[src/hdl/swrm_pkg.sv]
// Shared types, constants and helper functions for the RF power and SWR meter.
// Used by the result interface, the controller, the datapath and the top level.
// No dependencies.
`default_nettype none

package swrm_pkg;

  // Result field widths and limits.
  localparam int unsigned PWR_W = 18;
  localparam int unsigned SWR_W = 17;
  localparam logic [PWR_W-1:0] PWR_MAX = 18'd262143;
  localparam logic [SWR_W-1:0] SWR_ONE = 17'd1024;
  localparam logic [SWR_W-1:0] SWR_MAX = 17'd102297;

  // Forward sample clamp in Q12.4 (1 to 2257).
  localparam logic [15:0] FWD_MIN = 16'd16;
  localparam logic [15:0] FWD_MAX = 16'd36112;

  // Reciprocal of 1000 scaled by 2^36, exact for every operand below 2^26.
  localparam logic [26:0] RECIP_1000 = 27'd68719477;

  // 50000 / 16: the power constant with its factor of sixteen folded into the shift.
  localparam logic [11:0] PWR_K = 12'd3125;

  // Current above which the power saturates.
  localparam logic [24:0] CUR_LIMIT = 25'd4194304;

  // Quotient bits produced by the SWR divider.
  localparam int unsigned QBITS = 18;
  localparam int unsigned QCNT_W = $clog2(QBITS);

  // RF-off tick counter values.
  localparam logic [13:0] OFF_PRESENT = 14'd1000;
  localparam logic [13:0] OFF_PARK = 14'd12000;
  localparam logic [13:0] OFF_SAT = 14'd16383;

  // Configuration port.
  localparam int unsigned CFG_IDX_W = 3;
  localparam int unsigned CFG_DATA_W = 18;
  localparam logic [CFG_IDX_W-1:0] CFG_ADC_SCALE = 3'd0;
  localparam logic [CFG_IDX_W-1:0] CFG_COUPLER_GAIN = 3'd1;
  localparam logic [CFG_IDX_W-1:0] CFG_DIODE_DROP_CAP = 3'd2;
  localparam logic [CFG_IDX_W-1:0] CFG_DETECT_THRESHOLD = 3'd3;
  localparam logic [CFG_IDX_W-1:0] CFG_CHANGE_THRESHOLD = 3'd4;
  localparam logic [CFG_IDX_W-1:0] CFG_AVG_ALPHA = 3'd5;
  localparam logic [CFG_IDX_W-1:0] CFG_OFF_TIMEOUT = 3'd6;

  typedef struct packed {
    logic [15:0] adc_scale;
    logic [15:0] coupler_gain;
    logic [9:0]  diode_drop_cap;
    logic [17:0] detect_threshold_mw;
    logic [9:0]  change_threshold;
    logic [15:0] avg_alpha;
    logic [13:0] off_timeout;
  } cfg_t;

  // Sequencer steps issued by the controller to the datapath.
  typedef logic [4:0] step_t;
  localparam step_t ST_NOP  = 5'd0;
  localparam step_t ST_SCF  = 5'd1;
  localparam step_t ST_SCR  = 5'd2;
  localparam step_t ST_SCR2 = 5'd3;
  localparam step_t ST_DROP = 5'd4;
  localparam step_t ST_U    = 5'd5;
  localparam step_t ST_TURN = 5'd6;
  localparam step_t ST_A    = 5'd7;
  localparam step_t ST_SQ   = 5'd8;
  localparam step_t ST_LO   = 5'd9;
  localparam step_t ST_HI   = 5'd10;
  localparam step_t ST_PWR  = 5'd11;
  localparam step_t ST_SINIT = 5'd12;
  localparam step_t ST_SCHK = 5'd13;
  localparam step_t ST_SDIV = 5'd14;
  localparam step_t ST_SFIN = 5'd15;
  localparam step_t ST_HCTL = 5'd16;
  localparam step_t ST_B1   = 5'd17;
  localparam step_t ST_B2   = 5'd18;
  localparam step_t ST_B3   = 5'd19;
  localparam step_t ST_B4   = 5'd20;
  localparam step_t ST_B5   = 5'd21;
  localparam step_t ST_B6   = 5'd22;
  localparam step_t ST_B7   = 5'd23;
  localparam step_t ST_OUT  = 5'd24;

  typedef struct packed {
    step_t step;
    logic  ch;
    logic  load_in;
  } cmd_t;

  typedef struct packed {
    logic swr_skip;
    logic out_full;
  } sts_t;

  typedef struct packed {
    logic [PWR_W-1:0] fwd_power;
    logic [PWR_W-1:0] rev_power;
    logic [SWR_W-1:0] swr_now;
    logic [PWR_W-1:0] peak_fwd;
    logic [PWR_W-1:0] peak_rev;
    logic [SWR_W-1:0] peak_swr;
    logic [PWR_W-1:0] mean_fwd;
    logic [PWR_W-1:0] mean_rev;
    logic [SWR_W-1:0] mean_swr;
    logic             rf_present;
  } res_t;

  // Floor division by 1023 of a 25-bit value, using 1024 = 1023 + 1 twice.
  function automatic logic [15:0] div1023(input logic [24:0] x);
    logic [15:0] t;
    logic [10:0] u;
    t = {1'b0, x[24:10]} + {6'd0, x[9:0]};
    u = {5'd0, t[15:10]} + {1'b0, t[9:0]};
    return {1'b0, x[24:10]} + {10'd0, t[15:10]} + {15'd0, (u >= 11'd1023)};
  endfunction

endpackage

`default_nettype wire

[src/hdl/swrm_ctrl.sv]
// Sequencer for the meter: walks the datapath through its steps for one request.
// Depends on swrm_pkg for step codes and the command and status structs.
`default_nettype none

module swrm_ctrl import swrm_pkg::*; (
  input  logic clk_i,
  input  logic rst_ni,
  input  logic in_valid_i,
  output logic in_ready_o,
  output cmd_t cmd_o,
  input  sts_t sts_i
);

  localparam logic CS_IDLE = 1'b0;
  localparam logic CS_RUN  = 1'b1;

  logic              state_q, state_d;
  step_t             step_q, step_d;
  logic              ch_q, ch_d;
  logic [QCNT_W-1:0] cnt_q, cnt_d;

  assign in_ready_o    = (state_q == CS_IDLE);
  assign cmd_o.load_in = in_ready_o & in_valid_i;
  assign cmd_o.step    = (state_q == CS_RUN) ? step_q : ST_NOP;
  assign cmd_o.ch      = ch_q;

  always_comb begin
    state_d = state_q;
    step_d  = step_q;
    ch_d    = ch_q;
    cnt_d   = cnt_q;
    case (state_q)
      CS_IDLE: begin
        if (in_valid_i) begin
          state_d = CS_RUN;
          step_d  = ST_SCF;
          ch_d    = 1'b0;
        end
      end
      CS_RUN: begin
        case (step_q)
          ST_SCF:  step_d = ST_SCR;
          ST_SCR:  step_d = ST_SCR2;
          ST_SCR2: step_d = ST_DROP;
          ST_DROP: step_d = ST_U;
          ST_U:    step_d = ST_TURN;
          ST_TURN: step_d = ST_A;
          ST_A:    step_d = ST_SQ;
          ST_SQ:   step_d = ST_LO;
          ST_LO:   step_d = ST_HI;
          ST_HI:   step_d = ST_PWR;
          ST_PWR: begin
            if (!ch_q) begin
              ch_d   = 1'b1;
              step_d = ST_DROP;
            end else begin
              step_d = ST_SINIT;
            end
          end
          ST_SINIT: step_d = ST_SCHK;
          ST_SCHK: begin
            step_d = ST_SDIV;
            cnt_d  = '0;
          end
          ST_SDIV: begin
            if (sts_i.swr_skip || (cnt_q == QCNT_W'(QBITS - 1))) begin
              step_d = ST_SFIN;
            end else begin
              cnt_d = cnt_q + 1'b1;
            end
          end
          ST_SFIN: step_d = ST_HCTL;
          ST_HCTL: step_d = ST_B1;
          ST_B1:   step_d = ST_B2;
          ST_B2:   step_d = ST_B3;
          ST_B3:   step_d = ST_B4;
          ST_B4:   step_d = ST_B5;
          ST_B5:   step_d = ST_B6;
          ST_B6:   step_d = ST_B7;
          ST_B7:   step_d = ST_OUT;
          ST_OUT: begin
            if (!sts_i.out_full) begin
              state_d = CS_IDLE;
            end
          end
          default: state_d = CS_IDLE;
        endcase
      end
      default: state_d = CS_IDLE;
    endcase
  end

  always_ff @(posedge clk_i or negedge rst_ni) begin
    if (!rst_ni) begin
      state_q <= CS_IDLE;
      step_q  <= ST_NOP;
      ch_q    <= 1'b0;
      cnt_q   <= '0;
    end else begin
      state_q <= state_d;
      step_q  <= step_d;
      ch_q    <= ch_d;
      cnt_q   <= cnt_d;
    end
  end

endmodule

`default_nettype wire

[config.mk]
export PLATFORM = sky130hd
export DESIGN_NAME = swrm_ctrl
export DESIGN_NICKNAME = d
export VERILOG_FILES = /design/src/hdl/swrm_pkg.sv /design/src/hdl/swrm_ctrl.sv
export SDC_FILE = /design/constraint.sdc
export NUM_CORES = 1
export LEC_CHECK = 0
export BUFFER_PORTS_ARGS = -buffer_cell sky130_fd_sc_hd__buf_2
export CAP_MARGIN = 20
export CORE_MARGIN = 2
export CORE_UTILIZATION = 53
export DETAILED_ROUTE_END_ITERATION = 7
export PLACE_DENSITY = 0.76
export SYNTH_ARGS = -nofsm -noshare
export SYNTH_HDL_FRONTEND = slang
export SYNTH_SLANG_ARGS = --single-unit
[constraint.sdc]
create_clock -name clk_i -period 2 [get_ports clk_i]
set_input_delay 0.2 -clock clk_i [delete_from_list [all_inputs] [get_ports clk_i]]
set_output_delay 0.2 -clock clk_i [all_outputs]
set_load 0.02 [all_outputs]
Yosys cells after proc, flatten, opt, wreduce, memory -nomap -nowiden
Index checks and enable logic that the tools add are counted.
{"block": "op_classes", "reduce_logical": 6, "mux": 15, "addsub": 1, "n_eq_ne": 30, "n_bitwise": 2}
{"cell": "$pmux 5 s23", "n": 1}
{"cell": "$eq 5x5->1 const B", "n": 10}
{"cell": "$eq 5x4->1 const B", "n": 8}
{"cell": "$ne 24x1->1 const B", "n": 1}
{"cell": "$reduce_or 23->1", "n": 1}
{"cell": "$eq 5x3->1 const B", "n": 4}
{"cell": "$mux 5", "n": 4}
{"cell": "$pmux 5 s2", "n": 2}
{"cell": "$eq 5x2->1 const B", "n": 2}
{"cell": "$pmux 1 s2", "n": 3}
{"cell": "$reduce_and 3->1", "n": 2}
{"cell": "$add 5x1->5 const B", "n": 1}
{"cell": "$eq 5x1->1 const B", "n": 1}
{"cell": "$mux 1", "n": 4}
{"cell": "$mux 4", "n": 1}
{"cell": "$ne 2x2->1 const B", "n": 2}
{"cell": "$ne 3x3->1 const B", "n": 1}
{"cell": "$ne 2x1->1 const B", "n": 1}
{"cell": "$reduce_and 2->1", "n": 1}
{"cell": "$reduce_bool 2->1", "n": 1}
{"cell": "$and 1x1->1", "n": 1}
{"cell": "$logic_or 1x1->1", "n": 1}
{"cell": "$not 1->1", "n": 1}
{"block": "word_totals", "register_bits": 12, "input_bits": 5, "output_inout_bits": 8}

Longest topological paths before layout
Gate-level depths: netlist of the first run.
{"block": "logic_depth", "word_depth": 5, "mapped_depth": 6}

Worst setup path after synthesis of the first run
No wires, ideal clock.
{"block": "synth_timing", "kind": "flip-flop to flip-flop", "startpoint": "register cnt_q[0]", "endpoint": "register cnt_q[2]", "setup_ps": 125, "arrival_ps": 1344, "stages_incl_launch_ff": 6, "required_ps": 1875, "slack_ps": 531, "cell_sequence": "dfrtp_1 ha_1 and4bb_2 o22ai_4 nand3_2 mux2_4"}
{"block": "synth_via", "elab_chain_len": 4, "word_cells_on_any_way": 7}
{"item": "start: declaration", "line": "swrm_ctrl.sv:20", "text": "logic [QCNT_W-1:0] cnt_q, cnt_d;"}
{"item": "start signal: assignment", "line": "swrm_ctrl.sv:103", "text": "cnt_q <= cnt_d;"}
{"item": "branches (longest 4 deep; another with $add 5x1->5)"}
Parallel ways; which one is timed is not known. The select of a mux whose other input is x is not followed.
A chain may end at the register's enable or synchronous reset.

Worst setup path after layout of the first run
{"block": "layout_timing", "startpoint": "register step_q[0]", "endpoint": "register cnt_q[2]"}
{"block": "layout_via", "elab_chain_len": 3, "word_cells_on_any_way": 6}
{"item": "start: declaration", "line": "swrm_ctrl.sv:18", "text": "step_t step_q, step_d;"}
{"item": "start signal: assignment", "line": "swrm_ctrl.sv:101", "text": "step_q <= step_d;"}
{"item": "$eq 5x4->1", "line": "swrm_ctrl.sv:41", "text": "case (step_q)"}
{"item": "$ne 2x2->1 (no line) or $reduce_bool 2->1 (tied branches)"}
{"item": "$reduce_and 3->1 (no line)"}
Parallel ways exist; a longest one is shown, timed or not.

==> results of run 1 <==
cells in the mapped netlist (all sizes together), types with 2 or more instances:
cell type,number
a21oi,3
and2,3
buf,6
dfrtp,12
ha,2
inv,6
nand2,7
nand2b,2
nand3,4
nand3b,2
nor2,7
nor3,3
nor4,2
o21ai,2
o31ai,3
metal layers:
layer,up-vias,wire [um]
li1,329,-
met1,320,757
met2,42,751
met3,5,130
met4,0,29
met5,-,0
cell type report:
type / count / area, um^2 / area share (%)
repair buffers: 14 / 77.6 / 8.72
well taps: 15 / 18.8 / 2.11
flip-flops and latches: 12 / 300 / 33.8
clock buffers: 4 / 36.3 / 4.08
inverters: 6 / 22.5 / 2.53
multi-input cells: 61 / 434 / 48.8
worst max-delay path, delay by kind of cell, from the launching register on:
family	cells	cell delay, ns
and+or+nand+nor	2	0.59
AOI/OAI and AO/OA	1	0.17
muxes	1	0.30
DFF	1	0.52
repair_timing:
item / in CTS / in global routing
hold buffers: 1 / 0
hold endpoints to repair: 12 / 0
setup endpoints to repair: 0 / 0
flip-flops by register name, indices dropped and copies added (netlist names):
name     cells
state_q      1
ch_q         1
cnt_q        5
step_q       5
cell families (layout without fill, tap and decap cells):
kind of cell / Yosys count / count (layout) / share of synthesized area [%]
xor gates and xnor gates: 2 / 2 / 2.21
muxes: 2 / 2 / 3.16
AOI/OAI and AO/OA: 16 / 16 / 15.6
and+or+nand+nor: 39 / 39 / 30.6
DFF: 12 / 12 / 37.9
adders and majority gates: 2 / 2 / 3.16
buffers and inverters: 12 / 24 / 7.27
stage by stage:
stage                     area (um^2)  instances  utilization [%]  hold slack, ns
after floorplan                   792         85                -         -0.0956
after global placement            843        107             62.5          0.0947
after detailed placement          843        107             62.5          0.0969
after CTS                         890        112             65.9           0.251
after global routing              890        112             65.9           0.286
final                             890        112             65.9           0.260
power by group through the flow:
stage / combinational, mW / clock (mW) / sequential [mW]
finish: 0.508 / 0.204 / 0.420
global route: 0.558 / 0.219 / 0.434
CTS: 0.509 / 0.208 / 0.417
detailed placement: 0.503 / 0 / 0.423
global placement: 0.494 / 0 / 0.414
floorplan: 0.472 / 0 / 0.338
final timing paths:
kind | startpoint | endpoint | slack, ns | cells past startpoint
worst max-delay path | step_q[0] | cnt_q[2] | 0.32 | 4
worst min-delay path | in_valid_i | state_q | 0.26 | 3
worst max register to register | step_q[0] | cnt_q[2] | 0.32 | 4
worst min register to register | ch_q | ch_q | 0.51 | 2
max in group asynchronous | rst_ni | step_q[4] | 1.46 | 2
min in group asynchronous | rst_ni | step_q[2] | 0.32 | 2
==> flow_summary.ini, run 1 <==
[run_status]
status = completed

[pwr]
irDropWorstVdd_uv = 787
p_seq_share_pct = 37.1
p_switching_uw = 515
p_comb_share_pct = 44.8
sw_frac_of_total_pct = 45.4
p_clk_share_pct = 18.0
p_total_mw = 1.13
p_leak_nw = 0.431
powerDensity_nw_per_um2 = 1270
p_int_uw = 618

[grt]
gr-usage-met1_pct = 29.6
grt_usage_pct = 20.7
grt_max_degree = 13
grt_first_pass_wirelength_um = 2870
busiest_layer = met2
grt_use_met3_pct = 4.68
met2_usage_pct = 30.3
grt_pass1_vias = 642
grt_antenna_before_repair = 0
grt_overflow_total = 0

[cells_and_area]
nFillCells = 113
final_net_count = 105
layout-drive-gt1-share_pct = 28.9
n_antenna_cell = 0
synthToLayoutAreaGrowth_pct = 12.3
final_cell_mix = 12 x dfrtp_1, 12 x buf_2, 7 x nand2_1, 5 x inv_1, 5 x nor2_1

[worst_setup_path]
crit_chain = or3b_4 -> o22ai_4 -> nand3_2 -> mux2_4
critical_path_class = flip-flop to flip-flop
worstPathMaxFanout = 11
critPathSlowestCell = dfrtp_1
start_kind = flip-flop
crit_path_end_kind = flip-flop
worstPathRequired_ns = 2.17
slowest_delay_ns = 0.52
worst_ep_arrival_time_ns = 1.86

[synth]
synth_edf_count = 0
synth_area_leaders = dfrtp_1 38%, nand2_1 3.3%, ha_1 3.2%, o31ai_1 2.8%, buf_2 2.5%
syn_area_per_cell_um2 = 9.32
synth_top_area_share_pct = 37.9
synth_cells = 85
synthFlopType = dfrtp_1
async_flop_share_pct = 100
yosysSeqAreaShare_pct = 37.9
synth_top_area_cell = dfrtp_1
ys_types = 41
ys_seq_elements = 12
synth_area_um2 = 792
yosysWarnings = 0
synth_fp_nets = 92

[clock_network]
path_clk_slew_ns = 0.08
clk_path_buf_depth = 2
cts_root_buffer = clkbuf_4
cts-buffers-inserted = 3
cts-resized-gates = 0
clock_sinks = 12
cts_tree = done
htreeDepth = 1
cts_setup_buffers = 0
clock_latency_ns = 0.28

[routing]
wl_per_cell_um = 14.9
drt_iter0_markers = 27
drc = 0
ant_nets = 0
routed_wl_um = 1670
drt-pass1-iter-count = 4
vias_per_cell = 6.21
dr_total_vias = 696

[placement]
hpwl_um = 1170
port_buffers = 12
place_ws_ns = 0.328
gp_congestion = 0.823

[floorplan]
num_rows = 13
die_w_um = 42.7
io_pins = 13
start_util_pct = 58.7
die_area_um2 = 1820
core_um2 = 1350
die_y_um = 42.7

[timing]
max-slew-margin-rel_pct = 69.5
tightest_slew_ns = 0.453
fin_crit_ns = 1.68
hold_viol_final = 0
period_share_pct = 84.1
fin_ws_ns = 0.317
slew_violations = 0
max_freq_mhz = 594
setup_tns_ns = 0
rsz0062_at_grt = false
skew_ns = 0.000993
setup_violations = 0

[job]
drv_cap = 0

[worst_hold_path]
hold_path.class = input port to flip-flop
Note: power is estimated with default switching activity, not from simulation.
==> inputs of run 2 (changes only) <==
--- a/config.mk
+++ b/config.mk
@@ -7,10 +7,11 @@
 export LEC_CHECK = 0
 export BUFFER_PORTS_ARGS = -buffer_cell sky130_fd_sc_hd__buf_2
 export CAP_MARGIN = 20
+export CORE_ASPECT_RATIO = 1.25
 export CORE_MARGIN = 2
-export CORE_UTILIZATION = 53
+export CORE_UTILIZATION = 48
 export DETAILED_ROUTE_END_ITERATION = 7
-export PLACE_DENSITY = 0.76
+export PLACE_DENSITY = 0.72
 export SYNTH_ARGS = -nofsm -noshare
 export SYNTH_HDL_FRONTEND = slang
 export SYNTH_SLANG_ARGS = --single-unit
==> constraint.sdc (replaced) <==
create_clock -name clk_i -period 1.48 [get_ports clk_i]
set_input_delay 0.148 -clock clk_i [delete_from_list [all_inputs] [get_ports clk_i]]
set_output_delay 0.148 -clock clk_i [all_outputs]
set_load 0.02 [all_outputs]
==> run 2 against run 1 <==
The run now ends with setup timing left. Core utilization up 7.0 points. Sequential share of layout area down 7.3 points. Register-to-register slack worse by 0.38 ns.
==> flow_summary.ini, run 2 (synthesis results as in run 1) <==
[timing]
hold_viol_final = 0
max-slew-margin-rel_pct = 78.3
setup_tns_ns = -0.0765
setup_violations = 2
slew_violations = 0
hold_slack_ns = 0.155
fin_crit_ns = 1.54
fin_ws_ns = -0.0645
period_share_pct = 104
max_freq_mhz = 647
rsz0062_at_grt = true
tightest_slew_ns = 0.324
skew_ns = 0.00700

[worst_setup_path]
r2r_slack_ns = -0.06
path_buf_inv = 1
rr_endpoint = cnt_q[2]
start_kind = flip-flop
r2r_cells = 6
worst_ep_arrival_time_ns = 1.72
slowest_delay_ns = 0.40
critical_path_class = flip-flop to flip-flop
crit_path_end_kind = flip-flop
crit_chain = inv_2 -> ha_4 -> and4bb_2 -> o22ai_4 -> nand3_2 -> mux2_4
reg2reg_from = cnt_q[1]
worstPathRequired_ns = 1.65
worstPathMaxFanout = 4
crit_family = flip-flops
critPathSlowestCell = dfrtp_1

[cells_and_area]
final_net_count = 129
largestRegisters = cnt_q (5), step_q (5)
final_common_cell = buf_4
finalCoreUtilization_pct = 72.9
final_cell_mix = 24 x buf_4, 12 x buf_2, 11 x dfrtp_1, 5 x nand2_1
n_antenna_cell = 0
layout-drive-gt1-share_pct = 53.7
design_area_um2 = 1140
synthToLayoutAreaGrowth_pct = 43.8

[job]
drv_cap = 0

[worst_hold_path]
hold_path_end = state_q
hp-start = in_valid_i
holdPathStages = 3
hold_path.class = input port to flip-flop

[grt]
grt_usage_pct = 23.7
grt_pass1_vias = 669
grt_first_pass_wirelength_um = 3200
grt_overflow_total = 0
grt_antenna_before_repair = 0
grt_max_degree = 13

[run_status]
status = finished with violations
violations = setup timing

[floorplan]
io_pins = 13
num_rows = 16
start_util_pct = 50.7
core_um2 = 1560
die_w_um = 40.3
die_area_um2 = 1990
die_y_um = 49.4

[pwr]
sw_frac_of_total_pct = 42.8
powerDensity_nw_per_um2 = 1760
p_comb_share_pct = 62.2
p_seq_share_pct = 24.4
p_switching_uw = 859
p_int_mw = 1.15
p_leak_nw = 0.547
p_clk_share_pct = 13.4
irDropWorstVdd_uv = 1310

[clock_network]
clock_latency_ns = 0.28
cts_tree = done
cts-buffers-inserted = 3
clk_path_buf_depth = 2
cts_root_buffer = clkbuf_4
htreeDepth = 1
path_clk_slew_ns = 0.08
clock_sinks = 12

[routing]
routed_wl_um = 2220
ant_nets = 0
vias_per_cell = 5.65
wl_per_cell_um = 16.0
drt_iter0_markers = 33
dr_total_vias = 786
drc = 0
drt-pass1-iter-count = 4

[placement]
hpwl_um = 1410
place_ws_ns = -0.0500
port_buffers = 12
gp_congestion = 0.812
placed_area_um2 = 945
==> run 2: cell count changes in the layout (fill, tap and decap cells not counted), sizes merged <==
cell / previous run / this run
buf: 13 / 37
==> run 2: layout make-up <==
type                            count  area [um^2]
Multi-Input combinational cell     61          494
Fill cell                         110          423
Sequential cell                    12          302
Timing Repair Buffer               38          262
Clock buffer                        4         36.3
Inverter                            6         22.5
Tap cell                           18         22.5
==> run 2: how the worst max path moves through the flow <==
stage	from	endpoint	slack [ns]	cells after the start
floorplan	cnt_q[0]	cnt_q[2]	0.01	5
global placement	step_q[0]	cnt_q[2]	-0.008	4
detailed placement	step_q[0]	cnt_q[2]	-0.05	4
CTS	cnt_q[1]	cnt_q[2]	-0.04	6
global route	cnt_q[1]	cnt_q[2]	-0.11	6
finish	cnt_q[1]	cnt_q[2]	-0.06	6
==> run 2: power groups by stage <==
| stage | Combinational, mW | Clock, mW | Sequential [mW] |
|---|---|---|---|
| floorplan | 0.638 | 0 | 0.457 |
| global placement | 0.869 | 0 | 0.491 |
| detailed placement | 0.892 | 0 | 0.496 |
| CTS | 0.997 | 0.266 | 0.482 |
| global route | 1.33 | 0.295 | 0.501 |
| finish | 1.25 | 0.270 | 0.490 |
==> run 2: metrics by stage <==
stage / std cells / power (mW)
floorplan: 85 / 1.09
global placement: 123 / 1.36
detailed placement: 123 / 1.39
CTS: 131 / 1.74
global route: 139 / 2.13
finish: 139 / 2.01
==> run 2: what timing repair did <==
item                       in CTS  in global routing
setup endpoints to repair       3                  7
hold endpoints to repair       12                  0
gates resized for setup         6                 12
hold buffers                    1                  0
buffers inserted                4                  8
pin swaps                       5                  7
==> run 2: tightest hold or removal path, stage by stage <==
cell and delay [ns]:
buf_2 0.08, nand2_2 0.09, o31ai_1 0.08
==> run 2: metal layers <==
layer  GRT usage [%]  share of wire [%]  vias to the layer above
li1                -                  -                      377
met1            30.0                 41                      377
met2            38.4                 53                       26
met3            2.74                3.5                        6
met4            10.0                2.5                        0
met5               0                  0                        -
