### config.mk
export PLATFORM = sky130hd
export DESIGN_NAME = swrm_dp
export DESIGN_NICKNAME = d
export VERILOG_FILES = /design/src/hdl/swrm_pkg.sv /design/src/hdl/swrm_dp.sv
export SDC_FILE = /design/constraint.sdc
export NUM_CORES = 2
export LEC_CHECK = 0
export BUFFER_PORTS_ARGS = -buffer_cell sky130_fd_sc_hd__buf_2
export CAP_MARGIN = 5
export CELL_PAD_IN_SITES_DETAIL_PLACEMENT = 1
export CELL_PAD_IN_SITES_GLOBAL_PLACEMENT = 2
export CORE_MARGIN = 4
export CORE_UTILIZATION = 42
export CTS_CLUSTER_SIZE = 20
export DETAILED_ROUTE_END_ITERATION = 8
export PLACE_DENSITY_LB_ADDON = 0.2
export SLEW_MARGIN = 20
export SYNTH_ARGS = -nofsm -noshare
export SYNTH_HDL_FRONTEND = slang
export SYNTH_SLANG_ARGS = --single-unit
### constraint.sdc
create_clock -name clk_i -period 12.58 [get_ports clk_i]
set_input_delay 3.145 -clock clk_i [delete_from_list [all_inputs] [get_ports clk_i]]
set_output_delay 3.145 -clock clk_i [all_outputs]
set_load 0.05 [all_outputs]
### src/hdl/swrm_pkg.sv
// Shared types, constants and helper functions for the RF power and SWR meter.
// Used by the result interface, the controller, the datapath and the top level.
// No dependencies.
`default_nettype none

package swrm_pkg;

  // Result field widths and limits.
  localparam int unsigned PWR_W = 18;
  localparam int unsigned SWR_W = 17;
  localparam logic [PWR_W-1:0] PWR_MAX = 18'd262143;
  localparam logic [SWR_W-1:0] SWR_ONE = 17'd1024;
  localparam logic [SWR_W-1:0] SWR_MAX = 17'd102297;

  // Forward sample clamp in Q12.4 (1 to 2257).
  localparam logic [15:0] FWD_MIN = 16'd16;
  localparam logic [15:0] FWD_MAX = 16'd36112;

  // Reciprocal of 1000 scaled by 2^36, exact for every operand below 2^26.
  localparam logic [26:0] RECIP_1000 = 27'd68719477;

  // 50000 / 16: the power constant with its factor of sixteen folded into the shift.
  localparam logic [11:0] PWR_K = 12'd3125;

  // Current above which the power saturates.
  localparam logic [24:0] CUR_LIMIT = 25'd4194304;

  // Quotient bits produced by the SWR divider.
  localparam int unsigned QBITS = 18;
  localparam int unsigned QCNT_W = $clog2(QBITS);

  // RF-off tick counter values.
  localparam logic [13:0] OFF_PRESENT = 14'd1000;
  localparam logic [13:0] OFF_PARK = 14'd12000;
  localparam logic [13:0] OFF_SAT = 14'd16383;

  // Configuration port.
  localparam int unsigned CFG_IDX_W = 3;
  localparam int unsigned CFG_DATA_W = 18;
  localparam logic [CFG_IDX_W-1:0] CFG_ADC_SCALE = 3'd0;
  localparam logic [CFG_IDX_W-1:0] CFG_COUPLER_GAIN = 3'd1;
  localparam logic [CFG_IDX_W-1:0] CFG_DIODE_DROP_CAP = 3'd2;
  localparam logic [CFG_IDX_W-1:0] CFG_DETECT_THRESHOLD = 3'd3;
  localparam logic [CFG_IDX_W-1:0] CFG_CHANGE_THRESHOLD = 3'd4;
  localparam logic [CFG_IDX_W-1:0] CFG_AVG_ALPHA = 3'd5;
  localparam logic [CFG_IDX_W-1:0] CFG_OFF_TIMEOUT = 3'd6;

  typedef struct packed {
    logic [15:0] adc_scale;
    logic [15:0] coupler_gain;
    logic [9:0]  diode_drop_cap;
    logic [17:0] detect_threshold_mw;
    logic [9:0]  change_threshold;
    logic [15:0] avg_alpha;
    logic [13:0] off_timeout;
  } cfg_t;

  // Sequencer steps issued by the controller to the datapath.
  typedef logic [4:0] step_t;
  localparam step_t ST_NOP  = 5'd0;
  localparam step_t ST_SCF  = 5'd1;
  localparam step_t ST_SCR  = 5'd2;
  localparam step_t ST_SCR2 = 5'd3;
  localparam step_t ST_DROP = 5'd4;
  localparam step_t ST_U    = 5'd5;
  localparam step_t ST_TURN = 5'd6;
  localparam step_t ST_A    = 5'd7;
  localparam step_t ST_SQ   = 5'd8;
  localparam step_t ST_LO   = 5'd9;
  localparam step_t ST_HI   = 5'd10;
  localparam step_t ST_PWR  = 5'd11;
  localparam step_t ST_SINIT = 5'd12;
  localparam step_t ST_SCHK = 5'd13;
  localparam step_t ST_SDIV = 5'd14;
  localparam step_t ST_SFIN = 5'd15;
  localparam step_t ST_HCTL = 5'd16;
  localparam step_t ST_B1   = 5'd17;
  localparam step_t ST_B2   = 5'd18;
  localparam step_t ST_B3   = 5'd19;
  localparam step_t ST_B4   = 5'd20;
  localparam step_t ST_B5   = 5'd21;
  localparam step_t ST_B6   = 5'd22;
  localparam step_t ST_B7   = 5'd23;
  localparam step_t ST_OUT  = 5'd24;

  typedef struct packed {
    step_t step;
    logic  ch;
    logic  load_in;
  } cmd_t;

  typedef struct packed {
    logic swr_skip;
    logic out_full;
  } sts_t;

  typedef struct packed {
    logic [PWR_W-1:0] fwd_power;
    logic [PWR_W-1:0] rev_power;
    logic [SWR_W-1:0] swr_now;
    logic [PWR_W-1:0] peak_fwd;
    logic [PWR_W-1:0] peak_rev;
    logic [SWR_W-1:0] peak_swr;
    logic [PWR_W-1:0] mean_fwd;
    logic [PWR_W-1:0] mean_rev;
    logic [SWR_W-1:0] mean_swr;
    logic             rf_present;
  } res_t;

  // Floor division by 1023 of a 25-bit value, using 1024 = 1023 + 1 twice.
  function automatic logic [15:0] div1023(input logic [24:0] x);
    logic [15:0] t;
    logic [10:0] u;
    t = {1'b0, x[24:10]} + {6'd0, x[9:0]};
    u = {5'd0, t[15:10]} + {1'b0, t[9:0]};
    return {1'b0, x[24:10]} + {10'd0, t[15:10]} + {15'd0, (u >= 11'd1023)};
  endfunction

endpackage

`default_nettype wire

### src/hdl/swrm_dp.sv
// Datapath of the meter: one shared registered multiplier, a restoring SWR divider,
// the history registers and the output register. Depends on swrm_pkg.
`default_nettype none

module swrm_dp import swrm_pkg::*; #(
  parameter int unsigned ADC_BITS = 10
) (
  input  logic                clk_i,
  input  logic                rst_ni,
  input  cfg_t                cfg_i,
  input  cmd_t                cmd_i,
  output sts_t                sts_o,
  input  logic [ADC_BITS-1:0] fwd_sample_i,
  input  logic [ADC_BITS-1:0] rev_sample_i,
  input  logic                out_ready_i,
  output logic                out_valid_o,
  output res_t                res_o
);

  // Working registers.
  logic [15:0]      raw_f_q, raw_r_q, sf_q, sr_q;
  logic [24:0]      base_q, u_q, a_q, af_q, ar_q;
  logic             big_q;
  logic [20:0]      sqhi_q;
  logic [35:0]      tmp_q;
  logic [53:0]      prod_q;
  logic [PWR_W-1:0] pf_q, pr_q;
  logic [36:0]      rem_q;
  logic [41:0]      dsr_q;
  logic [QBITS-1:0] quo_q;
  logic             skip_q, pres_q, mv_q;
  logic [SWR_W-1:0] swr_q;
  res_t             res_q;
  logic             out_vld_q;

  // History.
  logic [PWR_W-1:0] hold_f_q, hold_r_q, acc_f_q, acc_r_q;
  logic [SWR_W-1:0] hold_s_q, acc_s_q;
  logic [15:0]      prev_f_q, prev_r_q;
  logic [13:0]      off_q;

  logic [26:0] mul_a, mul_b;
  logic [15:0] s_cur;
  logic [32:0] sc_rnd;
  logic [15:0] sc_sat, sf_clamp;
  logic [24:0] x320, base_d;
  logic [25:0] y_drop;
  logic [22:0] drop_raw, drop_c;
  logic [41:0] a_rnd;
  logic [56:0] pwr_sum;
  logic [20:0] pwr_full;
  logic [PWR_W-1:0] pwr_d;
  logic [24:0] dif;
  logic [25:0] sum_af;
  logic [36:0] num;
  logic [16:0] na;
  logic [36:0] bsum;
  logic        pres_d, clr, moved;
  logic [15:0] df, dr;
  logic [SWR_W-1:0] quo_c;
  logic [13:0] off_step;
  logic        load_out;

  assign s_cur = cmd_i.ch ? sr_q : sf_q;

  // Scaling: round by 64, saturate to 16 bits.
  assign sc_rnd = {1'b0, prod_q[31:0]} + 33'd32;
  assign sc_sat = (|sc_rnd[32:22]) ? 16'hFFFF : sc_rnd[21:6];
  assign sf_clamp = (sc_sat < FWD_MIN) ? FWD_MIN : ((sc_sat > FWD_MAX) ? FWD_MAX : sc_sat);

  // Detector voltage in Q.20: base = s*5*65536/1023 = 320s + (320s+511)/1023.
  assign x320   = {1'b0, s_cur, 8'd0} + {3'd0, s_cur, 6'd0};
  assign base_d = x320 + {9'd0, div1023(x320 + 25'd511)};
  // Diode drop s*65536/1000 = 65s + (536s+500)/1000.
  assign y_drop = {1'b0, s_cur, 9'd0} + {6'd0, s_cur, 4'd0} + {7'd0, s_cur, 3'd0} + 26'd500;
  assign drop_raw = {1'b0, s_cur, 6'd0} + {7'd0, s_cur} + {6'd0, prod_q[52:36]};
  assign drop_c = (drop_raw > {3'd0, cfg_i.diode_drop_cap, 10'd0}) ?
                  {3'd0, cfg_i.diode_drop_cap, 10'd0} : drop_raw;

  assign a_rnd = {1'b0, prod_q[40:0]} + 42'd32768;

  // Power: (a*a*3125 + 2^35) >> 36, a*a*3125 assembled from two partial products.
  assign pwr_sum  = {prod_q[32:0], 24'd0} + {21'd0, tmp_q} + {22'd1, 35'd0};
  assign pwr_full = pwr_sum[56:36];
  assign pwr_d    = (big_q || (pwr_full > {3'd0, PWR_MAX})) ? PWR_MAX : pwr_full[PWR_W-1:0];

  assign dif    = af_q - ar_q;
  assign sum_af = {1'b0, af_q} + {1'b0, ar_q};
  assign num    = {1'b0, sum_af, 10'd0} + {13'd0, dif[24:1]};

  assign quo_c = (quo_q < {1'b0, SWR_ONE}) ? SWR_ONE :
                 ((quo_q > {1'b0, SWR_MAX}) ? SWR_MAX : quo_q[SWR_W-1:0]);

  assign na   = 17'd65536 - {1'b0, cfg_i.avg_alpha};
  assign bsum = {1'b0, tmp_q} + {1'b0, prod_q[35:0]} + 37'd32768;

  assign pres_d = pf_q > cfg_i.detect_threshold_mw;
  assign clr    = pres_d && (off_q > cfg_i.off_timeout);
  assign df     = (sf_q > prev_f_q) ? (sf_q - prev_f_q) : (prev_f_q - sf_q);
  assign dr     = (sr_q > prev_r_q) ? (sr_q - prev_r_q) : (prev_r_q - sr_q);
  assign moved  = (df > {6'd0, cfg_i.change_threshold}) ||
                  (dr > {6'd0, cfg_i.change_threshold});
  assign off_step = pres_d ? OFF_PRESENT : ((off_q < OFF_SAT) ? (off_q + 14'd1) : off_q);

  assign sts_o.out_full = out_vld_q & ~out_ready_i;
  assign sts_o.swr_skip = skip_q;
  assign load_out = (cmd_i.step == ST_OUT) && !sts_o.out_full;

  // Multiplier operand selection.
  always_comb begin
    mul_a = '0;
    mul_b = '0;
    case (cmd_i.step)
      ST_SCF: begin
        mul_a = {11'd0, raw_f_q};
        mul_b = {11'd0, cfg_i.adc_scale};
      end
      ST_SCR: begin
        mul_a = {11'd0, raw_r_q};
        mul_b = {11'd0, cfg_i.adc_scale};
      end
      ST_DROP: begin
        mul_a = {1'b0, y_drop};
        mul_b = RECIP_1000;
      end
      ST_TURN: begin
        mul_a = {2'd0, u_q};
        mul_b = {11'd0, cfg_i.coupler_gain};
      end
      ST_SQ: begin
        mul_a = {4'd0, a_q[22:0]};
        mul_b = {4'd0, a_q[22:0]};
      end
      ST_LO: begin
        mul_a = {3'd0, prod_q[23:0]};
        mul_b = {15'd0, PWR_K};
      end
      ST_HI: begin
        mul_a = {6'd0, sqhi_q};
        mul_b = {15'd0, PWR_K};
      end
      ST_B1: begin
        mul_a = {9'd0, acc_f_q};
        mul_b = {10'd0, na};
      end
      ST_B2: begin
        mul_a = {9'd0, pf_q};
        mul_b = {11'd0, cfg_i.avg_alpha};
      end
      ST_B3: begin
        mul_a = {9'd0, acc_r_q};
        mul_b = {10'd0, na};
      end
      ST_B4: begin
        mul_a = {9'd0, pr_q};
        mul_b = {11'd0, cfg_i.avg_alpha};
      end
      ST_B5: begin
        mul_a = {10'd0, acc_s_q};
        mul_b = {10'd0, na};
      end
      ST_B6: begin
        mul_a = {10'd0, swr_q};
        mul_b = {11'd0, cfg_i.avg_alpha};
      end
      default: begin
        mul_a = '0;
        mul_b = '0;
      end
    endcase
  end

  // Working registers: payload only, no reset.
  always_ff @(posedge clk_i) begin
    prod_q <= mul_a * mul_b;
    if (cmd_i.load_in) begin
      raw_f_q <= 16'(fwd_sample_i);
      raw_r_q <= 16'(rev_sample_i);
    end
    if (load_out) begin
      res_q.fwd_power  <= pf_q;
      res_q.rev_power  <= pr_q;
      res_q.swr_now    <= swr_q;
      res_q.peak_fwd   <= hold_f_q;
      res_q.peak_rev   <= hold_r_q;
      res_q.peak_swr   <= hold_s_q;
      res_q.mean_fwd   <= acc_f_q;
      res_q.mean_rev   <= acc_r_q;
      res_q.mean_swr   <= acc_s_q;
      res_q.rf_present <= pres_q;
    end
    case (cmd_i.step)
      ST_SCR:  sf_q <= sf_clamp;
      ST_SCR2: sr_q <= sc_sat;
      ST_DROP: base_q <= base_d;
      ST_U:    u_q <= base_q + {2'd0, drop_c};
      ST_A: begin
        a_q <= a_rnd[40:16];
        if (cmd_i.ch) begin
          ar_q <= a_rnd[40:16];
        end else begin
          af_q <= a_rnd[40:16];
        end
      end
      ST_SQ: big_q <= a_q > CUR_LIMIT;
      ST_LO: sqhi_q <= prod_q[44:24];
      ST_HI: tmp_q <= prod_q[35:0];
      ST_PWR: begin
        if (cmd_i.ch) begin
          pr_q <= pwr_d;
        end else begin
          pf_q <= pwr_d;
        end
      end
      ST_SINIT: begin
        rem_q <= num;
        dsr_q <= {dif, 17'd0};
        quo_q <= '0;
        if (af_q == '0 || ar_q > af_q) begin
          skip_q <= 1'b1;
          swr_q  <= SWR_ONE;
        end else if (ar_q == af_q) begin
          skip_q <= 1'b1;
          swr_q  <= SWR_MAX;
        end else begin
          skip_q <= 1'b0;
        end
      end
      ST_SCHK: begin
        // A quotient of 2^18 or more saturates without dividing.
        if (!skip_q && ({6'd0, rem_q} >= {dsr_q, 1'b0})) begin
          skip_q <= 1'b1;
          swr_q  <= SWR_MAX;
        end
      end
      ST_SDIV: begin
        if (!skip_q) begin
          if ({5'd0, rem_q} >= dsr_q) begin
            rem_q <= rem_q - dsr_q[36:0];
            quo_q <= {quo_q[QBITS-2:0], 1'b1};
          end else begin
            quo_q <= {quo_q[QBITS-2:0], 1'b0};
          end
          dsr_q <= {1'b0, dsr_q[41:1]};
        end
      end
      ST_SFIN: begin
        if (!skip_q) begin
          swr_q <= quo_c;
        end
      end
      ST_HCTL: begin
        pres_q <= pres_d;
        mv_q   <= moved;
      end
      ST_B2, ST_B4, ST_B6: tmp_q <= prod_q[35:0];
      default: begin
      end
    endcase
  end

  // History and output handshake state, cleared by reset.
  always_ff @(posedge clk_i or negedge rst_ni) begin
    if (!rst_ni) begin
      out_vld_q <= 1'b0;
      hold_f_q  <= '0;
      hold_r_q  <= '0;
      hold_s_q  <= SWR_ONE;
      acc_f_q   <= '0;
      acc_r_q   <= '0;
      acc_s_q   <= SWR_ONE;
      prev_f_q  <= '0;
      prev_r_q  <= '0;
      off_q     <= '0;
    end else begin
      if (load_out) begin
        out_vld_q <= 1'b1;
      end else if (out_ready_i) begin
        out_vld_q <= 1'b0;
      end
      case (cmd_i.step)
        ST_HCTL: begin
          if (clr) begin
            hold_f_q <= '0;
            hold_r_q <= '0;
            hold_s_q <= SWR_ONE;
            acc_f_q  <= '0;
            acc_r_q  <= '0;
            acc_s_q  <= SWR_ONE;
          end
          off_q <= off_step;
        end
        ST_B3: begin
          if (mv_q) begin
            acc_f_q <= bsum[33:16];
          end
        end
        ST_B5: begin
          if (mv_q) begin
            acc_r_q <= bsum[33:16];
          end
        end
        ST_B7: begin
          if (mv_q) begin
            acc_s_q  <= bsum[32:16];
            prev_f_q <= sf_q;
            prev_r_q <= sr_q;
            if (pf_q > hold_f_q) begin
              hold_f_q <= pf_q;
            end
            if (pr_q > hold_r_q) begin
              hold_r_q <= pr_q;
            end
            if (swr_q > hold_s_q) begin
              hold_s_q <= swr_q;
            end
          end
          if (off_q > cfg_i.off_timeout) begin
            off_q <= OFF_PARK;
          end
        end
        default: begin
        end
      endcase
    end
  end

  assign out_valid_o = out_vld_q;
  assign res_o       = res_q;

endmodule

`default_nettype wire

* Word-level counts from Yosys, hierarchy flattened
Cells that the tools add are included.
W data, S select, Z words.
** Storage, ports and cells
- Flip-flop bits (word level) :: 754
- Input port bits :: 130
- Output and inout bits :: 163
- Logic and storage cells :: 225
** Operators by class
- Add/subtract/negate cells :: 29
- Multipliers :: 1
- Magnitude comparators :: 21
- Equality and inequality tests :: 39
- Multiplexer cells :: 50
- Bitwise operators :: 3
- Reduce and logical (&&, ||, !) cells :: 39
** Operators with widths (count)
- $pmux W26 S13 :: 1
- $pmux W27 S7 :: 1
- $pmux W18 S2 :: 5
- $mux W17 :: 10
- $mux W18 :: 8
- $pmux W42 S2 :: 1
- $mux W16 :: 5
- $mux W37 :: 2
- $pmux W37 S2 :: 1
- $pmux W17 S2 :: 2
- $sub A16 B16 Y16 :: 4
- $add A57 B36 Y57 :: 1
- $add A57 B36 Y57 const B :: 1
- $gt A18 B18 Y1 :: 3
- $mul A26 B27 Y53 :: 1
- $pmux W17 S3 :: 1
- $eq A5 B5 Y1 const B :: 9
- $ge A37 B43 Y1 :: 1
- $ge A37 B42 Y1 :: 1
- $mux W14 :: 3
- $mux W42 :: 1
- $add A41 B16 Y41 const B :: 1
- $eq A5 B4 Y1 const B :: 8
- $add A36 B24 Y37 :: 1
- 60 further kinds :: 110

* Longest topological paths before layout
- Word-level depth :: 8
- Mapped depth :: 47
- Gate-level depth less buffers :: 45

* Least setup slack after synthesis
Ideal clock, no wire load.
- Path type :: input -> register
- Start point :: input cmd_i[1] (netlist bit)
- End point :: register prod_q[50]
- Library setup time :: 72 ps
- Arrival time :: 13696 ps
- Required time :: 12508 ps
- Slack :: -1188 ps
- Stages on the path :: 40
- Path buffers :: 6
- Cells stage by stage :: clkbuf_1 -> clkbuf_1 -> clkbuf_1 -> o21ai_0 -> fa_1 -> ha_1 -> o21a_1 -> nor2_1 -> a211oi_1 -> a311oi_1 -> o21ai_0 -> a21oi_1 -> or2_2 -> clkbuf_1 -> clkbuf_1 -> nand2_1 -> fa_1 -> inv_1 -> (+4 left out) -> fa_1 -> fa_1 -> fa_1 -> inv_1 -> fa_1 -> inv_1 -> ha_1 -> clkbuf_1 -> nand4_1 -> nor4_1 -> nand2_1 -> a2111oi_0 -> nor3_1 -> o21a_1 -> o31ai_1 -> a2111oi_0 -> o21bai_1 -> xor2_1
** Between the ends
- Word-level cells in the longest chain between the ends :: 6
** RTL lines
- start, declared :: line swrm_dp.sv:11 : input cmd_t cmd_i,
- $mux W16 * :: line swrm_dp.sv:64 : assign s_cur = cmd_i.ch ? sr_q : sf_q;
- $add A25 B20 Y26 :: line swrm_dp.sv:75 : assign y_drop = {1'b0, s_cur, 9'd0} + {6'd0, s_cur, 4'd0} + {7'd0, s_cur, 3'd0} + 26'd500;
- $add A26 B19 Y26 * :: line swrm_dp.sv:75
- $add A26 B9 Y26 * :: line swrm_dp.sv:75
- $pmux W26 S13 * :: line swrm_dp.sv:113 : case (cmd_i.step)
- $mul A26 B27 Y53 * :: line swrm_dp.sv:175 : prod_q <= mul_a * mul_b;
- end signal, assigned :: line swrm_dp.sv:175
- end, declared :: line swrm_dp.sv:26 : logic [53:0] prod_q;
Every way passes the cells marked *; elsewhere a longest branch is shown, timed or not.
A chain may end at the register's enable or synchronous reset.

* Worst setup path after layout
- Start point :: input cmd_i[1] (netlist bit)
- End point :: register prod_q[46]
The elaborated chain is that of the path after synthesis.

==> flow_metrics.tcl <==
set metrics [dict create \
    status "finished, final reports clean" \
    tightest_slew_ns 1.187 \
    core_um2 161300 \
    vias 57060 \
    power_switching_share 0.3960 \
    tritoncts.num_buffers 88 \
    ys.flop_type "edfxtp_1" \
    ys_top_cells_by_count "inv_1, nand2_1, ha_1" \
    drc 0 \
    switching_power_mw 4.007 \
    skew_ns 0.08692 \
    row_count 147 \
    worst_slack_ns 0.2374 \
    cp-start-kind "input port" \
    fin_nets 9097 \
    synth_top_area_cell "edfxtp_1" \
    cts_tree "built" \
    relSlewSlack 0.2058 \
    synth.area.top_cells "edfxtp_1, fa_1, ha_1" \
    syn_area_um2 68530 \
    port_buffers 292 \
    drt_iter0_markers 4708 \
    multi_input_area_um2 43090 \
    grt_pass1_vias 59760 \
    die_x_um 411.9 \
    gr-total-overflow 0 \
    clk_pin_slew_ns 0.06 \
    crit_fanout 14 \
    start_util 0.4248 \
    drv_cap 0 \
    combPwrFrac 0.411 \
    dpl.hpwl_um 220400 \
    critPathLaunch "cmd_i[1]" \
    antenna_found_initial 19 \
    crit_slowest_cell "fa_1" \
    critPathKind "in2reg" \
    p_int_mw 6.112 \
    cts_root_buf "clkbuf_16" \
    worstSetupEndpointType "flop" \
    synth_seq_cells 754 \
    p_seq_frac 0.326 \
    h-tree-depth 3 \
    synth.distinct_cells 109 \
    yosysMostFrequentCell "inv_1" \
    synth-seq-area-share 0.3115 \
    register_area_um2 21350 \
    arrival_ns 12.88 \
    ant_nets 0 \
    cts_buffer_depth 3 \
    finalPower_mw 10.12 \
    drv_slew 0 \
    period_share 0.9811 \
    dp_slack_ns -1.413 \
    grt_pass1_wl_um 393700 \
    power_density_nw_per_um2 127.5 \
    die-area_um2 169700 \
    num_io_pins 293 \
    wl_per_cell_um 26.94 \
    clockPowerShare 0.262 \
    syn2layout_area_growth_pct 15.82 \
    synth_cells 7046 \
    critical_path_required_ns 13.12 \
    clock_sinks 754 \
    gp_congestion 0.9637 \
    n_fill_cell 18310 \
    hold_class "reg2reg" \
    synthArstFlopShare 0.2029 \
    insertion_delay_ns 0.73 \
    synth-edff-count 548 \
    yosysWarnings 0 \
    drt_wl_total_um 267900 \
    synth_area_per_cell_um2 9.726 \
    firstDrtPassIters 7 \
    grt_use_total 0.3115 \
    hp-start "pres_q" \
    hold_viol 0 \
    max_freq_mhz 81.02 \
    vias_per_cell 5.739 \
    critical_path_buf_inv_count 10 \
    die_h_um 411.9 \
    vdd_drop_max_uv 104.4 \
    ctsHoldBuffers 0 \
    leakagePower_nw 36.71 \
    cpPeakStageDelay_ns 0.57 \
    drive_above_1_share 0.1430 \
    grt_max_degree 161 \
    crit_family "adder cells" \
    period_needed_ns 12.34 \
    setup_violations 0 \
    reg2reg_from "sr_q[1]" \
    synth_top_cell_area_share 0.2401 \
]
==> final cells by class <==
cell class,count,share of cell area
multi-input cells,5094,0.5429
flip-flops and latches,754,0.2690
repair buffers,785,0.07007
inverters,976,0.04616
well taps,2160,0.03405
clock buffers,109,0.03002
clock inverters,57,0.007583
diodes,7,0.0002207
==> sequential cells by signal, summed over array words and instances (netlist names), 17 cells and up <==
signal and flops:
a_q 25, acc_f_q 18, acc_r_q 18, acc_s_q 17, af_q 25, ar_q 25
base_q 25, dsr_q 42, hold_f_q 18, hold_r_q 18, hold_s_q 17, pf_q 18
pr_q 18, prod_q 53, quo_q 18, rem_q 37, res_o 160, sqhi_q 21
swr_q 17, tmp_q 36, u_q 25
==> power by group through the flow <==
stage / registers (mW) / clock network [mW] / logic [mW]
3_3_place_gp: 3.34 / 0 / 3.96
4_1_cts: 3.30 / 2.69 / 4.11
5_1_grt: 3.31 / 2.80 / 4.57
3_5_place_dp: 3.34 / 0 / 4.06
2_1_floorplan: 3.21 / 0 / 2.53
6_report: 3.30 / 2.65 / 4.16
==> cells in the final DEF, fill, tap and decap left out, types with 69 or more instances in the layout <==
cell type / instances
a21oi_1: 345
xor2_1: 97
nand2_1: 724
buf_4: 460
a22o_1: 81
clkbuf_16: 89
and3_1: 78
a21o_1: 189
nand3_1: 111
nand4_1: 79
ha_1: 704
xnor2_1: 233
buf_2: 290
o21ai_0: 271
dfrtp_1: 151
inv_1: 969
and2_1: 69
edfxtp_1: 548
nor2_1: 452
fa_1: 557
nor3_1: 92
==> metrics by stage <==
step	util	area, µm²	TNS [ns]	hold WS, ns	instances
3_5_place_dp	0.4712	76010	-20.17	0.4210	9758
5_1_grt	0.4919	79350	-0.2424	0.4521	9935
6_report	0.4920	79370	0	0.4399	9942
4_1_cts	0.4903	79080	0	0.4364	9925
3_3_place_gp	0.4711	76000	-11.29	0.4057	9758
2_1_floorplan	-	68750	0	0.4003	7073
==> kinds of logic after synthesis <==
kind of cell / Yosys count / share of synthesized area
DFF: 754 / 0.3115
muxes: 57 / 0.008764
xor gates and xnor gates: 333 / 0.04256
AOI/OAI and AO/OA: 1461 / 0.1430
buffers and inverters: 1225 / 0.06814
adders and majority gates: 1269 / 0.2929
and+or+nand+nor: 1945 / 0.1330
other: 2 / 0.0001096
==> worst paths after layout <==
check	end	slack, ns	cells after the start
max in group asynchronous	acc_f_q[10]	8.14	3
min in group asynchronous	prev_r_q[5]	2.39	1
max reg2reg	prod_q[46]	2.23	40
min reg2reg	res_o[0]	0.44	0
max	prod_q[46]	0.24	42
min	res_o[0]	0.44	0
==> routing by layer <==
| layer | GRT usage | wire length (µm) | up-vias |
|---|---|---|---|
| met1 | 0.4251 | 115700 | 29140 |
| li1 | - | - | 25540 |
| met4 | 0.1164 | 11590 | 2 |
| met2 | 0.4996 | 121900 | 1927 |
| met5 | 0 | 13 | - |
| met3 | 0.05048 | 18670 | 447 |
==> worst reg2reg max path, delay by kind of cell, from the launching register on <==
kind            cells  cell delay (ns)
compound gates     11             2.19
xor+xnor            1             0.13
fa+ha+maj          11             4.75
buf+inv             7             0.89
flops               1             0.57
simple gates       10             1.68
==> what timing repair did <==
action                                  in CTS  in global routing
resized for setup                           16                 43
pin swaps                                    4                 24
setup buffers                                1                 10
gates cloned                                 0                  0
endpoints found under the setup margin      15                 21
Note: power is estimated with default switching activity, not from simulation.
